$ cat src/rtl/psre_pkg.sv
// shared types, constants and limits of the png stored-deflate encoder
`default_nettype none

package psre_pkg;

    localparam int unsigned MAX_WIDTH   = 8192;
    localparam int unsigned MAX_HEIGHT  = 8192;
    localparam int unsigned SIZE_W      = 14;
    localparam int unsigned POS_W       = 13;
    localparam int unsigned ROWLEN_W    = 15;
    localparam int unsigned RAW_W       = 28;
    localparam int unsigned BLOCKS_W    = 13;
    localparam int unsigned CFG_DATA_W  = 14;

    localparam int unsigned QUEUE_DEPTH = 4;
    localparam int unsigned QPTR_W      = $clog2(QUEUE_DEPTH);
    localparam int unsigned QCNT_W      = $clog2(QUEUE_DEPTH + 1);

    // register indexes
    localparam logic CFG_WIDTH  = 1'b0;
    localparam logic CFG_HEIGHT = 1'b1;

    localparam logic [31:0] CRC_POLY   = 32'hedb88320;
    localparam logic [31:0] CRC_INIT   = 32'hffffffff;
    localparam logic [16:0] ADLER_MOD  = 17'd65521;
    localparam logic [16:0] BLOCK_MAX  = 17'd65535;
    localparam logic [7:0]  ZLIB_CMF   = 8'h78;
    localparam logic [7:0]  ZLIB_FLG   = 8'h01;
    localparam logic [7:0]  BIT_DEPTH  = 8'd8;
    localparam logic [7:0]  COLOUR_RGB = 8'd2;
    localparam logic [31:0] IHDR_LEN   = 32'd13;
    localparam logic [31:0] IDAT_FIXED = 32'd6;

    localparam logic [63:0] PNG_SIG    = 64'h89504e470d0a1a0a;
    localparam logic [31:0] CHUNK_IHDR = 32'h49484452;
    localparam logic [31:0] CHUNK_IDAT = 32'h49444154;
    localparam logic [31:0] CHUNK_IEND = 32'h49454e44;

    // byte positions inside the header and trailer sequences
    localparam logic [5:0] HDR_IHDR_TYPE = 6'd12;
    localparam logic [5:0] HDR_IHDR_END  = 6'd28;
    localparam logic [5:0] HDR_IDAT_TYPE = 6'd37;
    localparam logic [5:0] HDR_LAST      = 6'd42;
    localparam logic [5:0] TRL_ADLER_END = 6'd3;
    localparam logic [5:0] TRL_IEND_TYPE = 6'd12;
    localparam logic [5:0] TRL_IEND_END  = 6'd15;
    localparam logic [5:0] TRL_LAST      = 6'd19;
    localparam logic [5:0] BLK_LAST      = 6'd4;

    typedef struct packed {
        logic       hdr;
        logic       filt;
        logic       trl;
        logic       pix;
        logic [7:0] red;
        logic [7:0] green;
        logic [7:0] blue;
    } op_t;

    typedef struct packed {
        logic [SIZE_W-1:0] width;
        logic [SIZE_W-1:0] height;
        logic [RAW_W-1:0]  raw;
        logic [31:0]       idat_len;
    } size_t;

endpackage

`default_nettype wire

$ cat src/rtl/psre_pix_if.sv
// pixel request channel
`default_nettype none

interface psre_pix_if;
    logic       valid;
    logic       ready;
    logic [7:0] pixel_red;
    logic [7:0] pixel_green;
    logic [7:0] pixel_blue;

    modport source (output valid, output pixel_red, output pixel_green, output pixel_blue,
                    input ready);
    modport sink (input valid, input pixel_red, input pixel_green, input pixel_blue,
                  output ready);
endinterface

`default_nettype wire

$ cat src/rtl/psre_byte_if.sv
// output byte request channel
`default_nettype none

interface psre_byte_if;
    logic       valid;
    logic       ready;
    logic [7:0] out_byte;
    logic       last_byte;

    modport source (output valid, output out_byte, output last_byte, input ready);
    modport sink (input valid, input out_byte, input last_byte, output ready);
endinterface

`default_nettype wire

$ cat src/rtl/psre_front.sv
// front end: size registers, image position tracking and per-pixel op classification
`default_nettype none

module psre_front (
    input  wire logic                          clk,
    input  wire logic                          rst_n,
    psre_pix_if.sink                           pixel,
    input  wire logic                          cfg_we,
    input  wire logic                          cfg_index,
    input  wire logic [psre_pkg::CFG_DATA_W-1:0] cfg_data,
    input  wire logic                          q_full,
    output logic                               push,
    output psre_pkg::op_t                      push_op,
    output psre_pkg::size_t                    size
);

    logic [psre_pkg::SIZE_W-1:0]   cfg_w_reg, cfg_h_reg;
    logic [psre_pkg::SIZE_W-1:0]   w_now, h_now;
    logic                          hdr_sent_reg, hdr_sent_next;
    logic                          pend_reg, pend_next;
    logic [psre_pkg::POS_W-1:0]    col_reg, col_next, col_cur;
    logic [psre_pkg::POS_W-1:0]    row_reg, row_next, row_cur;
    logic [psre_pkg::SIZE_W-1:0]   col_inc, row_inc;
    logic                          wrap, last, hdr;

    logic [psre_pkg::SIZE_W-1:0]   w_reg, h_reg;
    logic [psre_pkg::ROWLEN_W-1:0] rowlen_reg;
    logic [psre_pkg::RAW_W-1:0]    raw_reg;
    logic [psre_pkg::BLOCKS_W-1:0] blocks_reg, blocks_next;
    logic [31:0]                   len_reg;
    logic [11:0]                   q0;
    logic [16:0]                   rem0, rem1;
    logic                          rem_ge;

    assign w_now = (cfg_w_reg == '0) ? psre_pkg::SIZE_W'(1) :
                   (cfg_w_reg > psre_pkg::SIZE_W'(psre_pkg::MAX_WIDTH)) ?
                   psre_pkg::SIZE_W'(psre_pkg::MAX_WIDTH) : cfg_w_reg;
    assign h_now = (cfg_h_reg == '0) ? psre_pkg::SIZE_W'(1) :
                   (cfg_h_reg > psre_pkg::SIZE_W'(psre_pkg::MAX_HEIGHT)) ?
                   psre_pkg::SIZE_W'(psre_pkg::MAX_HEIGHT) : cfg_h_reg;

    assign pixel.ready = !q_full;
    assign push        = pixel.valid && !q_full;

    always_comb
    begin
        hdr     = !pend_reg && !hdr_sent_reg;
        col_cur = hdr ? '0 : col_reg;
        row_cur = hdr ? '0 : row_reg;
        col_inc = {1'b0, col_cur} + psre_pkg::SIZE_W'(1);
        row_inc = {1'b0, row_cur} + psre_pkg::SIZE_W'(1);
        wrap    = col_inc >= w_now;
        last    = wrap && (row_inc >= h_now);

        push_op.hdr   = hdr;
        push_op.filt  = !pend_reg && (col_cur == '0);
        push_op.trl   = pend_reg || (last && !hdr);
        push_op.pix   = !pend_reg;
        push_op.red   = pixel.pixel_red;
        push_op.green = pixel.pixel_green;
        push_op.blue  = pixel.pixel_blue;

        if (pend_reg)
        begin
            pend_next     = 1'b0;
            hdr_sent_next = 1'b0;
            col_next      = col_reg;
            row_next      = row_reg;
        end
        else
        begin
            pend_next     = last && hdr;
            hdr_sent_next = !(last && !hdr);
            col_next      = wrap ? '0 : col_inc[psre_pkg::POS_W-1:0];
            row_next      = wrap ? row_inc[psre_pkg::POS_W-1:0] : row_cur;
        end
    end

    // ceil(raw / 65535) without a divider
    always_comb
    begin
        q0          = raw_reg[psre_pkg::RAW_W-1:16];
        rem0        = {1'b0, raw_reg[15:0]} + 17'(q0);
        rem_ge      = rem0 >= psre_pkg::BLOCK_MAX;
        rem1        = rem_ge ? (rem0 - psre_pkg::BLOCK_MAX) : rem0;
        blocks_next = psre_pkg::BLOCKS_W'(q0) + psre_pkg::BLOCKS_W'(rem_ge)
                    + psre_pkg::BLOCKS_W'(rem1 != '0);
    end

    always_ff @(posedge clk or negedge rst_n)
    begin
        if (!rst_n)
        begin
            cfg_w_reg    <= psre_pkg::SIZE_W'(1);
            cfg_h_reg    <= psre_pkg::SIZE_W'(1);
            hdr_sent_reg <= 1'b0;
            pend_reg     <= 1'b0;
            col_reg      <= '0;
            row_reg      <= '0;
        end
        else if (cfg_we)
        begin
            case (cfg_index)
                psre_pkg::CFG_WIDTH:  cfg_w_reg <= cfg_data;
                psre_pkg::CFG_HEIGHT: cfg_h_reg <= cfg_data;
                default:              cfg_w_reg <= cfg_w_reg;
            endcase
            hdr_sent_reg <= 1'b0;
            pend_reg     <= 1'b0;
            col_reg      <= '0;
            row_reg      <= '0;
        end
        else if (push)
        begin
            hdr_sent_reg <= hdr_sent_next;
            pend_reg     <= pend_next;
            col_reg      <= col_next;
            row_reg      <= row_next;
        end
    end

    // size pipeline: row length, raw byte count, block count, idat length
    always_ff @(posedge clk)
    begin
        w_reg      <= w_now;
        h_reg      <= h_now;
        rowlen_reg <= psre_pkg::ROWLEN_W'(1) + psre_pkg::ROWLEN_W'({w_now, 1'b0})
                    + psre_pkg::ROWLEN_W'(w_now);
        raw_reg    <= psre_pkg::RAW_W'(h_reg * rowlen_reg);
        blocks_reg <= blocks_next;
        len_reg    <= psre_pkg::IDAT_FIXED + 32'(raw_reg)
                    + 32'({blocks_reg, 2'b00}) + 32'(blocks_reg);
    end

    assign size.width    = w_reg;
    assign size.height   = h_reg;
    assign size.raw      = raw_reg;
    assign size.idat_len = len_reg;

endmodule

`default_nettype wire

$ cat src/rtl/psre_queue.sv
// short op queue between front and back
`default_nettype none

module psre_queue (
    input  wire logic           clk,
    input  wire logic           rst_n,
    input  wire logic           push,
    input  psre_pkg::op_t       push_op,
    output logic                full,
    output logic                head_valid,
    output psre_pkg::op_t       head,
    input  wire logic           pop
);

    psre_pkg::op_t                 entry_reg [psre_pkg::QUEUE_DEPTH];
    logic [psre_pkg::QPTR_W-1:0]   wr_ptr_reg, rd_ptr_reg;
    logic [psre_pkg::QCNT_W-1:0]   count_reg;
    logic                          do_pop;

    assign full       = count_reg == psre_pkg::QCNT_W'(psre_pkg::QUEUE_DEPTH);
    assign head_valid = count_reg != '0;
    assign head       = entry_reg[rd_ptr_reg];
    assign do_pop     = pop && head_valid;

    always_ff @(posedge clk)
    begin
        if (push && !full)
        begin
            entry_reg[wr_ptr_reg] <= push_op;
        end
    end

    always_ff @(posedge clk or negedge rst_n)
    begin
        if (!rst_n)
        begin
            wr_ptr_reg <= '0;
            rd_ptr_reg <= '0;
            count_reg  <= '0;
        end
        else
        begin
            if (push && !full)
            begin
                wr_ptr_reg <= wr_ptr_reg + psre_pkg::QPTR_W'(1);
            end
            if (do_pop)
            begin
                rd_ptr_reg <= rd_ptr_reg + psre_pkg::QPTR_W'(1);
            end
            case ({push && !full, do_pop})
                2'b10:   count_reg <= count_reg + psre_pkg::QCNT_W'(1);
                2'b01:   count_reg <= count_reg - psre_pkg::QCNT_W'(1);
                default: count_reg <= count_reg;
            endcase
        end
    end

endmodule

`default_nettype wire

$ cat src/rtl/psre_back.sv
// back end: byte sequencer with crc-32, adler-32 and stored block framing
`default_nettype none

module psre_back (
    input  wire logic          clk,
    input  wire logic          rst_n,
    input  wire logic          op_valid,
    input  psre_pkg::op_t      op,
    output logic               op_pop,
    input  psre_pkg::size_t    size,
    psre_byte_if.source        stream
);

    typedef enum logic [2:0] {PH_FIRST, PH_HDR, PH_BLK, PH_RAW, PH_TRL} phase_t;

    phase_t                       phase_reg, phase_next, eff_phase;
    logic [5:0]                   cnt_reg, cnt_next, eff_cnt;
    logic [1:0]                   ridx_reg, ridx_next, eff_ridx;
    logic [31:0]                  crc_reg, crc_next, crc_base;
    logic [15:0]                  alo_reg, alo_next, ahi_reg, ahi_next;
    logic [15:0]                  blk_left_reg, blk_left_next;
    logic [psre_pkg::RAW_W-1:0]   raw_left_reg, raw_left_next;
    logic                         out_valid_reg, out_valid_next;
    logic [7:0]                   out_byte_reg, out_byte_next;
    logic                         out_last_reg, out_last_next;

    logic                         adv, crc_upd, crc_init, bfinal;
    logic [7:0]                   byte_val;
    logic [15:0]                  blk_n;
    logic [31:0]                  crc_fin;
    logic [16:0]                  lo_sum, hi_sum;
    logic [15:0]                  lo_new;

    function automatic logic [31:0] crc_byte(input logic [31:0] c, input logic [7:0] b);
        logic [31:0] x;
        x = c ^ {24'd0, b};
        for (int k = 0; k < 8; k++)
        begin
            x = x[0] ? (psre_pkg::CRC_POLY ^ (x >> 1)) : (x >> 1);
        end
        return x;
    endfunction

    function automatic logic [7:0] hdr_byte(input logic [5:0] idx, input psre_pkg::size_t s,
                                            input logic [31:0] cf);
        logic [31:0] w32, h32;
        w32 = 32'(s.width);
        h32 = 32'(s.height);
        case (idx)
            6'd0:    return psre_pkg::PNG_SIG[63:56];
            6'd1:    return psre_pkg::PNG_SIG[55:48];
            6'd2:    return psre_pkg::PNG_SIG[47:40];
            6'd3:    return psre_pkg::PNG_SIG[39:32];
            6'd4:    return psre_pkg::PNG_SIG[31:24];
            6'd5:    return psre_pkg::PNG_SIG[23:16];
            6'd6:    return psre_pkg::PNG_SIG[15:8];
            6'd7:    return psre_pkg::PNG_SIG[7:0];
            6'd8:    return psre_pkg::IHDR_LEN[31:24];
            6'd9:    return psre_pkg::IHDR_LEN[23:16];
            6'd10:   return psre_pkg::IHDR_LEN[15:8];
            6'd11:   return psre_pkg::IHDR_LEN[7:0];
            6'd12:   return psre_pkg::CHUNK_IHDR[31:24];
            6'd13:   return psre_pkg::CHUNK_IHDR[23:16];
            6'd14:   return psre_pkg::CHUNK_IHDR[15:8];
            6'd15:   return psre_pkg::CHUNK_IHDR[7:0];
            6'd16:   return w32[31:24];
            6'd17:   return w32[23:16];
            6'd18:   return w32[15:8];
            6'd19:   return w32[7:0];
            6'd20:   return h32[31:24];
            6'd21:   return h32[23:16];
            6'd22:   return h32[15:8];
            6'd23:   return h32[7:0];
            6'd24:   return psre_pkg::BIT_DEPTH;
            6'd25:   return psre_pkg::COLOUR_RGB;
            6'd29:   return cf[31:24];
            6'd30:   return cf[23:16];
            6'd31:   return cf[15:8];
            6'd32:   return cf[7:0];
            6'd33:   return s.idat_len[31:24];
            6'd34:   return s.idat_len[23:16];
            6'd35:   return s.idat_len[15:8];
            6'd36:   return s.idat_len[7:0];
            6'd37:   return psre_pkg::CHUNK_IDAT[31:24];
            6'd38:   return psre_pkg::CHUNK_IDAT[23:16];
            6'd39:   return psre_pkg::CHUNK_IDAT[15:8];
            6'd40:   return psre_pkg::CHUNK_IDAT[7:0];
            6'd41:   return psre_pkg::ZLIB_CMF;
            6'd42:   return psre_pkg::ZLIB_FLG;
            default: return 8'd0;
        endcase
    endfunction

    assign adv     = op_valid && (!out_valid_reg || stream.ready);
    assign crc_fin = ~crc_reg;
    assign bfinal  = raw_left_reg <= psre_pkg::RAW_W'(psre_pkg::BLOCK_MAX);
    assign blk_n   = bfinal ? raw_left_reg[15:0] : psre_pkg::BLOCK_MAX[15:0];

    // where the current op stands, including its first byte
    always_comb
    begin
        eff_phase = phase_reg;
        eff_cnt   = cnt_reg;
        eff_ridx  = ridx_reg;
        if (phase_reg == PH_FIRST)
        begin
            eff_cnt  = '0;
            eff_ridx = op.filt ? 2'd0 : 2'd1;
            if (op.hdr)
            begin
                eff_phase = PH_HDR;
            end
            else if (op.pix)
            begin
                eff_phase = PH_RAW;
            end
            else
            begin
                eff_phase = PH_TRL;
            end
        end
    end

    always_comb
    begin
        phase_next     = phase_reg;
        cnt_next       = cnt_reg;
        ridx_next      = ridx_reg;
        crc_next       = crc_reg;
        alo_next       = alo_reg;
        ahi_next       = ahi_reg;
        blk_left_next  = blk_left_reg;
        raw_left_next  = raw_left_reg;
        out_valid_next = out_valid_reg;
        out_byte_next  = out_byte_reg;
        out_last_next  = out_last_reg;
        byte_val       = 8'd0;
        crc_upd        = 1'b0;
        crc_init       = 1'b0;
        op_pop         = 1'b0;
        lo_sum         = 17'd0;
        hi_sum         = 17'd0;
        lo_new         = 16'd0;
        crc_base       = crc_reg;

        if (adv)
        begin
            out_valid_next = 1'b1;
            out_last_next  = 1'b0;
            case (eff_phase)
                PH_HDR:
                begin
                    byte_val = hdr_byte(eff_cnt, size, crc_fin);
                    crc_init = (eff_cnt == psre_pkg::HDR_IHDR_TYPE)
                            || (eff_cnt == psre_pkg::HDR_IDAT_TYPE);
                    crc_upd  = (eff_cnt >= psre_pkg::HDR_IHDR_TYPE && eff_cnt <= psre_pkg::HDR_IHDR_END)
                            || (eff_cnt >= psre_pkg::HDR_IDAT_TYPE);
                    if (eff_cnt == psre_pkg::HDR_LAST)
                    begin
                        phase_next    = PH_RAW;
                        ridx_next     = op.filt ? 2'd0 : 2'd1;
                        alo_next      = 16'd1;
                        ahi_next      = 16'd0;
                        blk_left_next = 16'd0;
                        raw_left_next = size.raw;
                    end
                    else
                    begin
                        phase_next = PH_HDR;
                        cnt_next   = eff_cnt + 6'd1;
                    end
                end
                PH_RAW:
                begin
                    crc_upd = 1'b1;
                    if (blk_left_reg == '0)
                    begin
                        byte_val   = {7'd0, bfinal};
                        phase_next = PH_BLK;
                        cnt_next   = 6'd1;
                        ridx_next  = eff_ridx;
                    end
                    else
                    begin
                        case (eff_ridx)
                            2'd1:    byte_val = op.red;
                            2'd2:    byte_val = op.green;
                            2'd3:    byte_val = op.blue;
                            default: byte_val = 8'd0;
                        endcase
                        lo_sum        = {1'b0, alo_reg} + 17'(byte_val);
                        lo_new        = (lo_sum >= psre_pkg::ADLER_MOD) ?
                                        16'(lo_sum - psre_pkg::ADLER_MOD) : lo_sum[15:0];
                        hi_sum        = {1'b0, ahi_reg} + {1'b0, lo_new};
                        alo_next      = lo_new;
                        ahi_next      = (hi_sum >= psre_pkg::ADLER_MOD) ?
                                        16'(hi_sum - psre_pkg::ADLER_MOD) : hi_sum[15:0];
                        blk_left_next = blk_left_reg - 16'd1;
                        raw_left_next = raw_left_reg - psre_pkg::RAW_W'(1);
                        if (eff_ridx == 2'd3)
                        begin
                            if (op.trl)
                            begin
                                phase_next = PH_TRL;
                                cnt_next   = '0;
                            end
                            else
                            begin
                                phase_next = PH_FIRST;
                                op_pop     = 1'b1;
                            end
                        end
                        else
                        begin
                            phase_next = PH_RAW;
                            ridx_next  = eff_ridx + 2'd1;
                        end
                    end
                end
                PH_BLK:
                begin
                    crc_upd = 1'b1;
                    case (eff_cnt[1:0])
                        2'd1:    byte_val = blk_n[7:0];
                        2'd2:    byte_val = blk_n[15:8];
                        2'd3:    byte_val = ~blk_n[7:0];
                        default: byte_val = ~blk_n[15:8];
                    endcase
                    if (eff_cnt == psre_pkg::BLK_LAST)
                    begin
                        phase_next    = PH_RAW;
                        blk_left_next = blk_n;
                    end
                    else
                    begin
                        cnt_next = eff_cnt + 6'd1;
                    end
                end
                PH_TRL:
                begin
                    case (eff_cnt)
                        6'd0:    byte_val = ahi_reg[15:8];
                        6'd1:    byte_val = ahi_reg[7:0];
                        6'd2:    byte_val = alo_reg[15:8];
                        6'd3:    byte_val = alo_reg[7:0];
                        6'd4:    byte_val = crc_fin[31:24];
                        6'd5:    byte_val = crc_fin[23:16];
                        6'd6:    byte_val = crc_fin[15:8];
                        6'd7:    byte_val = crc_fin[7:0];
                        6'd12:   byte_val = psre_pkg::CHUNK_IEND[31:24];
                        6'd13:   byte_val = psre_pkg::CHUNK_IEND[23:16];
                        6'd14:   byte_val = psre_pkg::CHUNK_IEND[15:8];
                        6'd15:   byte_val = psre_pkg::CHUNK_IEND[7:0];
                        6'd16:   byte_val = crc_fin[31:24];
                        6'd17:   byte_val = crc_fin[23:16];
                        6'd18:   byte_val = crc_fin[15:8];
                        6'd19:   byte_val = crc_fin[7:0];
                        default: byte_val = 8'd0;
                    endcase
                    crc_init = eff_cnt == psre_pkg::TRL_IEND_TYPE;
                    crc_upd  = (eff_cnt <= psre_pkg::TRL_ADLER_END)
                            || (eff_cnt >= psre_pkg::TRL_IEND_TYPE && eff_cnt <= psre_pkg::TRL_IEND_END);
                    if (eff_cnt == psre_pkg::TRL_LAST)
                    begin
                        out_last_next = 1'b1;
                        phase_next    = PH_FIRST;
                        op_pop        = 1'b1;
                    end
                    else
                    begin
                        phase_next = PH_TRL;
                        cnt_next   = eff_cnt + 6'd1;
                    end
                end
                default:
                begin
                    phase_next = PH_FIRST;
                end
            endcase
            out_byte_next = byte_val;
            if (crc_upd)
            begin
                crc_base = crc_init ? psre_pkg::CRC_INIT : crc_reg;
                crc_next = crc_byte(crc_base, byte_val);
            end
        end
        else if (stream.ready)
        begin
            out_valid_next = 1'b0;
        end
    end

    always_ff @(posedge clk or negedge rst_n)
    begin
        if (!rst_n)
        begin
            phase_reg     <= PH_FIRST;
            cnt_reg       <= '0;
            ridx_reg      <= '0;
            crc_reg       <= psre_pkg::CRC_INIT;
            alo_reg       <= 16'd1;
            ahi_reg       <= 16'd0;
            blk_left_reg  <= '0;
            raw_left_reg  <= '0;
            out_valid_reg <= 1'b0;
            out_byte_reg  <= 8'd0;
            out_last_reg  <= 1'b0;
        end
        else
        begin
            phase_reg     <= phase_next;
            cnt_reg       <= cnt_next;
            ridx_reg      <= ridx_next;
            crc_reg       <= crc_next;
            alo_reg       <= alo_next;
            ahi_reg       <= ahi_next;
            blk_left_reg  <= blk_left_next;
            raw_left_reg  <= raw_left_next;
            out_valid_reg <= out_valid_next;
            out_byte_reg  <= out_byte_next;
            out_last_reg  <= out_last_next;
        end
    end

    assign stream.valid     = out_valid_reg;
    assign stream.out_byte  = out_byte_reg;
    assign stream.last_byte = out_last_reg;

endmodule

`default_nettype wire

$ cat src/rtl/png_stored_rgb_encoder.sv
// top level of the png encoder with stored (uncompressed) deflate for 8-bit rgb images
//
// pixels arrive on the pixel channel in raster order, one request per pixel; the file
// stream leaves on the stream channel one byte per request, last_byte marking the final
// byte of the iend chunk. image_width and image_height are set through the write port
// (cfg_index 0 and 1); the user must write them only while the block is idle, which the
// block itself does not enforce; a write abandons any image in progress. the first pixel
// of an image brings out the signature, ihdr and the idat/zlib headers (43 bytes), every
// pixel brings its three colour bytes, plus a filter byte at the start of a row and a
// five byte block header every 65535 raw bytes; the last pixel adds the 20 byte trailer
// (a one pixel image sends its trailer on the following pixel, whose colour is dropped).
// the back sequencer writes one byte per cycle into the output register while the
// receiver is ready; a pixel's bytes pass the op queue and then the output register.
// a four-entry op queue lets the pixel side run ahead while the receiver stalls;
// pixel.ready drops when it is full. the ihdr sizes follow a write through the size
// pipeline. reset sets both sizes to one and empties the queue and the output register.
`default_nettype none

module png_stored_rgb_encoder (
    input  wire logic                            clk,
    input  wire logic                            rst_n,
    psre_pix_if.sink                             pixel,
    psre_byte_if.source                          stream,
    input  wire logic                            cfg_we,
    input  wire logic                            cfg_index,
    input  wire logic [psre_pkg::CFG_DATA_W-1:0] cfg_data
);

    logic            push, q_full, head_valid, pop;
    psre_pkg::op_t   push_op, head;
    psre_pkg::size_t size;

    psre_front u_front (
        .clk       (clk),
        .rst_n     (rst_n),
        .pixel     (pixel),
        .cfg_we    (cfg_we),
        .cfg_index (cfg_index),
        .cfg_data  (cfg_data),
        .q_full    (q_full),
        .push      (push),
        .push_op   (push_op),
        .size      (size)
    );

    psre_queue u_queue (
        .clk        (clk),
        .rst_n      (rst_n),
        .push       (push),
        .push_op    (push_op),
        .full       (q_full),
        .head_valid (head_valid),
        .head       (head),
        .pop        (pop)
    );

    psre_back u_back (
        .clk      (clk),
        .rst_n    (rst_n),
        .op_valid (head_valid),
        .op       (head),
        .op_pop   (pop),
        .size     (size),
        .stream   (stream)
    );

endmodule

`default_nettype wire

$ cat src/flat_wrapper.sv
// flat-port wrapper written by rule: the top's interface ports become plain ports
module png_stored_rgb_encoder_flat 
  (clk, rst_n, cfg_we, cfg_index, cfg_data, pixel_valid, pixel_pixel_red, pixel_pixel_green, pixel_pixel_blue, pixel_ready, stream_valid, stream_out_byte, stream_last_byte, stream_ready);
  psre_pix_if pixel_i ();
  psre_byte_if stream_i ();
  input  wire logic clk;
  input  wire logic rst_n;
  input  wire logic cfg_we;
  input  wire logic cfg_index;
  input  wire logic [psre_pkg::CFG_DATA_W-1:0] cfg_data;
  input wire logic [$bits(pixel_i.valid)-1:0] pixel_valid;
  input wire logic [$bits(pixel_i.pixel_red)-1:0] pixel_pixel_red;
  input wire logic [$bits(pixel_i.pixel_green)-1:0] pixel_pixel_green;
  input wire logic [$bits(pixel_i.pixel_blue)-1:0] pixel_pixel_blue;
  output wire logic [$bits(pixel_i.ready)-1:0] pixel_ready;
  output wire logic [$bits(stream_i.valid)-1:0] stream_valid;
  output wire logic [$bits(stream_i.out_byte)-1:0] stream_out_byte;
  output wire logic [$bits(stream_i.last_byte)-1:0] stream_last_byte;
  input wire logic [$bits(stream_i.ready)-1:0] stream_ready;
  assign pixel_i.valid = pixel_valid;
  assign pixel_i.pixel_red = pixel_pixel_red;
  assign pixel_i.pixel_green = pixel_pixel_green;
  assign pixel_i.pixel_blue = pixel_pixel_blue;
  assign pixel_ready = pixel_i.ready;
  assign stream_valid = stream_i.valid;
  assign stream_out_byte = stream_i.out_byte;
  assign stream_last_byte = stream_i.last_byte;
  assign stream_i.ready = stream_ready;
  png_stored_rgb_encoder u_core (.clk(clk), .rst_n(rst_n), .pixel(pixel_i), .stream(stream_i), .cfg_we(cfg_we), .cfg_index(cfg_index), .cfg_data(cfg_data));
endmodule
$ cat config.mk
export PLATFORM = sky130hd
export DESIGN_NAME = png_stored_rgb_encoder_flat
export DESIGN_NICKNAME = d
export VERILOG_FILES = /design/src/rtl/psre_pkg.sv /design/src/rtl/psre_pix_if.sv /design/src/rtl/psre_byte_if.sv /design/src/rtl/psre_front.sv /design/src/rtl/psre_queue.sv /design/src/rtl/psre_back.sv /design/src/rtl/png_stored_rgb_encoder.sv /design/src/flat_wrapper.sv
export SDC_FILE = /design/constraint.sdc
export NUM_CORES = 2
export LEC_CHECK = 0
export BUFFER_PORTS_ARGS = -buffer_cell sky130_fd_sc_hd__buf_2
export CAP_MARGIN = 20
export CORE_UTILIZATION = 45
export DETAILED_ROUTE_END_ITERATION = 8
export HOLD_SLACK_MARGIN = 0.08
export PLACE_DENSITY = 0.72
export SLEW_MARGIN = 30
export SYNTH_ARGS = -nofsm -noshare
export SYNTH_HDL_FRONTEND = slang
export SYNTH_HIERARCHICAL = 1
export SYNTH_SLANG_ARGS = --single-unit
$ cat constraint.sdc
create_clock -name clk -period 21 [get_ports clk]
set_input_delay 1.05 -clock clk [delete_from_list [all_inputs] [get_ports clk]]
set_output_delay 1.05 -clock clk [all_outputs]
set_load 0.02 [all_outputs]
# [Word level (Yosys, flattened, before mapping)]
# Memory sizes are Yosys's and may differ from the RTL's.
# Cells that the tools add are included.
[word_totals] n_memories=1 output_inout_bits=11 mem_bits_rw=112 regBits=307
[op_classes] muxes=95 n_eq_ne=57 n_bitwise=13 magnitude_cmp=13 n_addsub=23 reduce_logical=54 mul=1
[mem_list] memory="u_core.u_queue.entry_reg" depth=4 word_bits=28 rd=1 rd_clocked_by_memory_dff=0 wr=1 line="psre_queue.sv:15" source="psre_pkg::op_t entry_reg [psre_pkg::QUEUE_DEPTH];"
[ops] cell="$mux 32" n=9
[ops] cell="$pmux 8 s29" n=1
[ops] cell="$mux 16" n=9
[ops] cell="$mux 13" n=10
[ops] cell="$not 13->14" n=8
[ops] cell="$pmux 8 s12" n=1
[ops] cell="$eq 6x5->1 const B" n=11
[ops] cell="$eq 6x6->1 const B" n=11
[ops] cell="$pmux 16 s2" n=2
[ops] cell="$mux 14" n=4
[ops] cell="$mux 28" n=2
[ops] cell="$pmux 28 s2" n=1
[ops] cell="$ge 17x16->1 const B" n=3
[ops] cell="$pmux 16 s3" n=1
[ops] cell="$pmux 8 s3" n=2
[ops] cell="$mux 6" n=7
[ops] cell="$mux 8" n=5
[ops] cell="$not 32->32" n=1
[ops] cell="$pmux 8 s4" n=1
[ops] cell="$sub 16x16->16 const B" n=2
[ops] cell="$xor 32x8->32" n=1
[ops] cell="$add 30x13->31" n=1
[ops] cell="$add 29x15->30" n=1
[ops] cell="$eq 6x4->1 const B" n=5
[ops] cell="65 further kinds" n=157

# [Depth between registers and ports, before layout]
# An unclocked memory read counts as a cell.
[depth] word_depth=28 ltp_mapped=41 mapped_depth_nobuf=34

# [By module]
# Netlist, hierarchy kept.
[by_module_without_submodules] module="psre_front" seq_area_each_um2=3646.0 n_inst=1 area_per_inst_um2=16077.9 cells_per_inst=1747
[by_module_without_submodules] module="psre_back" seq_area_each_um2=3269.4 n_inst=1 area_per_inst_um2=11581.1 cells_per_inst=1478
[by_module_without_submodules] module="psre_queue" seq_area_each_um2=3538.4 n_inst=1 area_per_inst_um2=4490.6 cells_per_inst=183

# [Worst setup path after synthesis]
# OpenSTA, ideal clock, no wires.
[synth_path] path_type="reg-to-reg" startpoint="reg u_core.u_back.phase_reg[0]" endpoint="reg u_core.u_back.ahi_reg[14]" period_less_slack_ns=8.564 arrival_ns=8.430 stages_incl_launch_ff=39 required_ns=20.867 setup_time_ns=0.133 slack_ns=12.436 cell_sequence="dfrtp_1 buf_2 or3_1 buf_2 clkbuf_1 clkbuf_1 a21oi_1 ha_1 clkbuf_1 a222oi_1 nor2_1 inv_1 fa_1 o21ai_0 a21oi_1 o21bai_1 a21o_1 a21oi_1 (+3 left out) clkbuf_1 nor2_1 a21oi_1 inv_1 ha_1 a21o_1 a21oi_1 o21bai_1 a21oi_1 o31a_1 xnor2_1 and4_1 and4_1 a31oi_1 clkbuf_1 nor3_1 xnor2_1 o21ai_0"
[synth_via] elab_chain_len=15
[synth_lines] item="start, declared" line="psre_back.sv:16" source="phase_t phase_reg, phase_next, eff_phase;"
[synth_lines] item="start signal, assigned" line="psre_back.sv:311" source="phase_reg <= phase_next;"
[synth_lines] item="$logic_not 3->1" line="psre_back.sv:105" source="if (phase_reg == PH_FIRST)"
[synth_lines] item="$mux 2" line="psre_back.sv:105"
[synth_lines] item="$eq 2x2->1 or $eq 2x1->1 (tied branches)" line="psre_back.sv:185" source="case (eff_ridx)"
[synth_lines] item="$pmux 8 s3" line="psre_back.sv:185"
[synth_lines] item="$mux 8" line="psre_back.sv:176" source="if (blk_left_reg == '0)"
[synth_lines] item="$mux 8" line="psre_back.sv:150" source="case (eff_phase)"
[synth_lines] item="$mux 8" line="psre_back.sv:146" source="if (adv)"
[synth_lines] item="$add 16x8->17" line="psre_back.sv:191" source="lo_sum = {1'b0, alo_reg} + 17'(byte_val);"
[synth_lines] item="$sub 16x16->16 or $ge 17x16->1 (tied branches)" line="psre_back.sv:193, psre_back.sv:192"
[synth_lines] item="$mux 16" line="psre_back.sv:192" source="lo_new = (lo_sum >= psre_pkg::ADLER_MOD) ?"
[synth_lines] item="$add 16x16->17" line="psre_back.sv:194" source="hi_sum = {1'b0, ahi_reg} + {1'b0, lo_new};"
[synth_lines] item="$sub 16x16->16 or $ge 17x16->1 (tied branches)" line="psre_back.sv:197, psre_back.sv:196"
[synth_lines] item="$mux 16" line="psre_back.sv:196" source="ahi_next = (hi_sum >= psre_pkg::ADLER_MOD) ?"
[synth_lines] item="$mux 16" line="psre_back.sv:176"
[synth_lines] item="$pmux 16 s2" line="psre_back.sv:150"
[synth_lines] item="end signal, assigned" line="psre_back.sv:316" source="ahi_reg <= ahi_next;"
[synth_lines] item="end, declared" line="psre_back.sv:20" source="logic [15:0] alo_reg, alo_next, ahi_reg, ahi_next;"
# Several ways; a longest one is shown, not always the timed one. The select of a mux whose other input is x is not followed.
# A chain may end at the register's enable or synchronous reset.

# [Worst setup path after layout]
[layout_path] startpoint="reg u_core.u_back.phase_reg[2]" endpoint="reg u_core.u_back.ahi_reg[9]"
# Same word-level chain as after synthesis.

==> results.tsv <==
stage	metric	value	unit
final_layout	largest_reg_flops	112	
clocking	clkSinkCount	416	
floorplan	die_w	269	µm
sta	final_max_slew_viol_count	0	
grt	antenna_found_initial	1	
clocking	hold_buffers	0	
final_layout	area_growth	7.70	%
setup_path	crit_end	u_core/u_back/ahi_reg[9]	
synth	ys_seq_area_share	32.5	%
synth	synth_top_area_cell	dfrtp_1	
setup_path	critPathRequiredTime	21.43	ns
routing	firstDrtPassIters	7	
setup_path	rrSetupSlack	11.82	ns
floorplan	row_count	97	
placed_design	place_inst	4258	
clocking	clockBufferDepth	3	
clocking	cts-resized-gates	0	
grt	grt_usage	23.5	%
final_layout	multi_input_area	0.0198	mm²
routing	viasPerCell	5.81	
placed_design	gp_congestion	0.969	
synth	yosys_warnings	6	
clocking	path_clk_slew	0.06	ns
grt	grt_start_max_net_pins	71	
clocking	numCtsBuffers	45	
clocking	cts_setup_buffers	0	
grt	grt_pass1_wl	137000	µm
sta	setup_viol	0	
final_layout	drive_above_1_share	9.73	%
routing	wirelength	85800	µm
setup_path	crit_start	u_core/u_back/phase_reg[2]	
synth	yosysTopAreaCellShare	12.2	%
setup_path	cpMaxStageDelayCell	dfrtp_1	
routing	drt_iter0_drc	2488	
sta	final_hold_viol_count	0	
sta	fmax	109	MHz
routing	via_count	25213	
sta	tns	0	ns
clocking	htree_levels	2	
sta	fin_crit	9.18	ns
floorplan	core-area	0.0704	mm²
sta	worstMarginPinSlew	0.991	ns
clocking	cts_tree	built	
setup_path	start_kind	register	
synth	synth_top_flop_cell	dfrtp_1	
hold_path	hp-class	input pin to asynchronous set/reset pin	
setup_path	crit_fanout	22	
synth	synthCells	3408	
floorplan	die_area	0.0725	mm²
sta	grt_setup_unrepaired	no	
setup_path	r2r-start	u_core/u_back/phase_reg[2]	
routing	wl_per_cell	19.8	µm
sta	min_period_over_period	43.7	%
final_layout	num-fill-cells	6465	
synth	netlist_area	0.0321	mm²
clocking	clk_latency	0.60	ns
setup_path	worstPathArrival	9.61	ns
routing	drc	0	
final_layout	final_cell_mix	367 x nand2_1, 288 x inv_1, 239 x nor2_1	
synth	synth_cell_types	113	
sta	clock_skew	0.0276	ns
sta	slew_headroom	33.7	%
placed_design	io_buffers	54	
routing	ant_nets	0	
final_layout	seqCellArea	0.0105	mm²
floorplan	start_util	45.7	%
final_layout	finalNonFillerCells	4343	
run	drv_cap	0	
final_layout	mostFrequentLayoutCell	nand2_1	
clocking	cts-root-buf	clkbuf_16	
setup_path	cpMostUsedCell	a21oi_1	
synth	postSynthAreaPerCell	9.43	µm²
floorplan	io-pin-count	55	
setup_path	ff2ff_path_depth	32	
outcome	outcome	finished, final reports clean	
grt	grt_pass1_vias	24787	
synth	synth_area_leaders	dfrtp_1 12%, fa_1 11%, edfxtp_1 10%	
synth	synth-edff-count	112	
floorplan	die_height	269	µm
final_layout	nets	3807	
setup_path	path_class	register to register	
placed_design	dp_hpwl	62600	µm
synth	ys_seq_elements	416	
synth	synthArstFlopShare	46.2	%
grt	grt_overflow_total	0	
setup_path	end_kind	register	
setup_path	slowest_delay	0.64	ns
setup_path	worstReg2RegEnd	u_core/u_back/ahi_reg[9]	
[layout make-up]
type                       count  share of cell area, %
inverter                     290                   3.14
multi-input combinational   2526                   57.3
tap                          940                   3.40
antenna                        1                0.00723
clock buffer                  61                   3.66
timing repair buffer          86                   1.52
sequential                   416                   30.2
clock inverter                23                  0.777
[routing by layer]
| layer | track usage [%] | wire length, µm |
|---|---|---|
| met1 | 32.2 | 37300 |
| met4 | 8.79 | 3080 |
| met3 | 3.15 | 5820 |
| met2 | 37.8 | 39600 |
| met5 | 0 | 0 |
[worst max-delay path, delay by kind of cell, from the launching register on]
kind | cells | cell delay [ns]
adders and majority gates | 4 | 1.34
AOI/OAI and AO/OA | 15 | 3.67
xor gates and xnor gates | 3 | 0.67
and+or+nand+nor | 8 | 2.45
buffers and inverters | 2 | 0.26
DFF | 1 | 0.64
[synth_stat cells, types with 27 or more instances]
cell,count
xor2_1,67
inv_1,288
a21o_1,36
clkbuf_1,127
mux4_2,28
a22o_1,31
edfxtp_1,112
mux2_2,30
o21ai_1,31
o22ai_1,31
nand2b_1,27
buf_4,30
dfrtp_1,157
a22oi_1,36
o21ai_0,167
and2_1,125
nor3_1,63
ha_1,228
a31oi_1,29
dfstp_2,35
nor2_1,241
a21oi_1,185
dfxtp_1,112
nand3_1,71
nand2_1,367
xnor2_1,150
fa_1,170
[metrics by stage]
stage / util [%] / setup WS [ns] / hold slack [ns] / area, µm²
floorplan: - / 12.44 / 0.443 / 32200
finish: 49.2 / 11.82 / 0.425 / 34600
global route: 49.2 / 11.11 / 0.460 / 34600
global placement: 47.0 / 12.23 / 0.462 / 33100
detailed placement: 47.0 / 12.00 / 0.470 / 33100
CTS: 49.2 / 11.98 / 0.425 / 34600
[how the worst min path moves through the flow]
stage | end | cells after the start | from | slack [ns]
6_report | u_core/u_back/ahi_reg[3] | 1 | rst_n | 0.42
5_1_grt | u_core/u_back/ahi_reg[3] | 1 | rst_n | 0.46
4_1_cts | u_core/u_back/ahi_reg[3] | 1 | rst_n | 0.43
3_5_place_dp | u_core/u_back/stream.out_byte[0] | 2 | u_core/u_back/stream.out_byte[0] | 0.47
3_3_place_gp | u_core/u_front/h_reg[13] | 0 | u_core/u_front/cfg_h_reg[13] | 0.46
2_1_floorplan | u_core/u_front/len_reg[0] | 1 | u_core/u_front/blocks_reg[0] | 0.44
[cells by family after synthesis]
group | share of synthesized area, %
other cells | 0.0117
simple gates | 15.8
flops | 32.5
xor+xnor | 7.24
compound gates | 15.6
fa+ha+maj | 19.5
buf+inv | 5.95
mux | 3.44
Power is left out: the tool's default activity adds up to more than one toggle a clock period on the data nets, which glitch-free logic cannot reach.
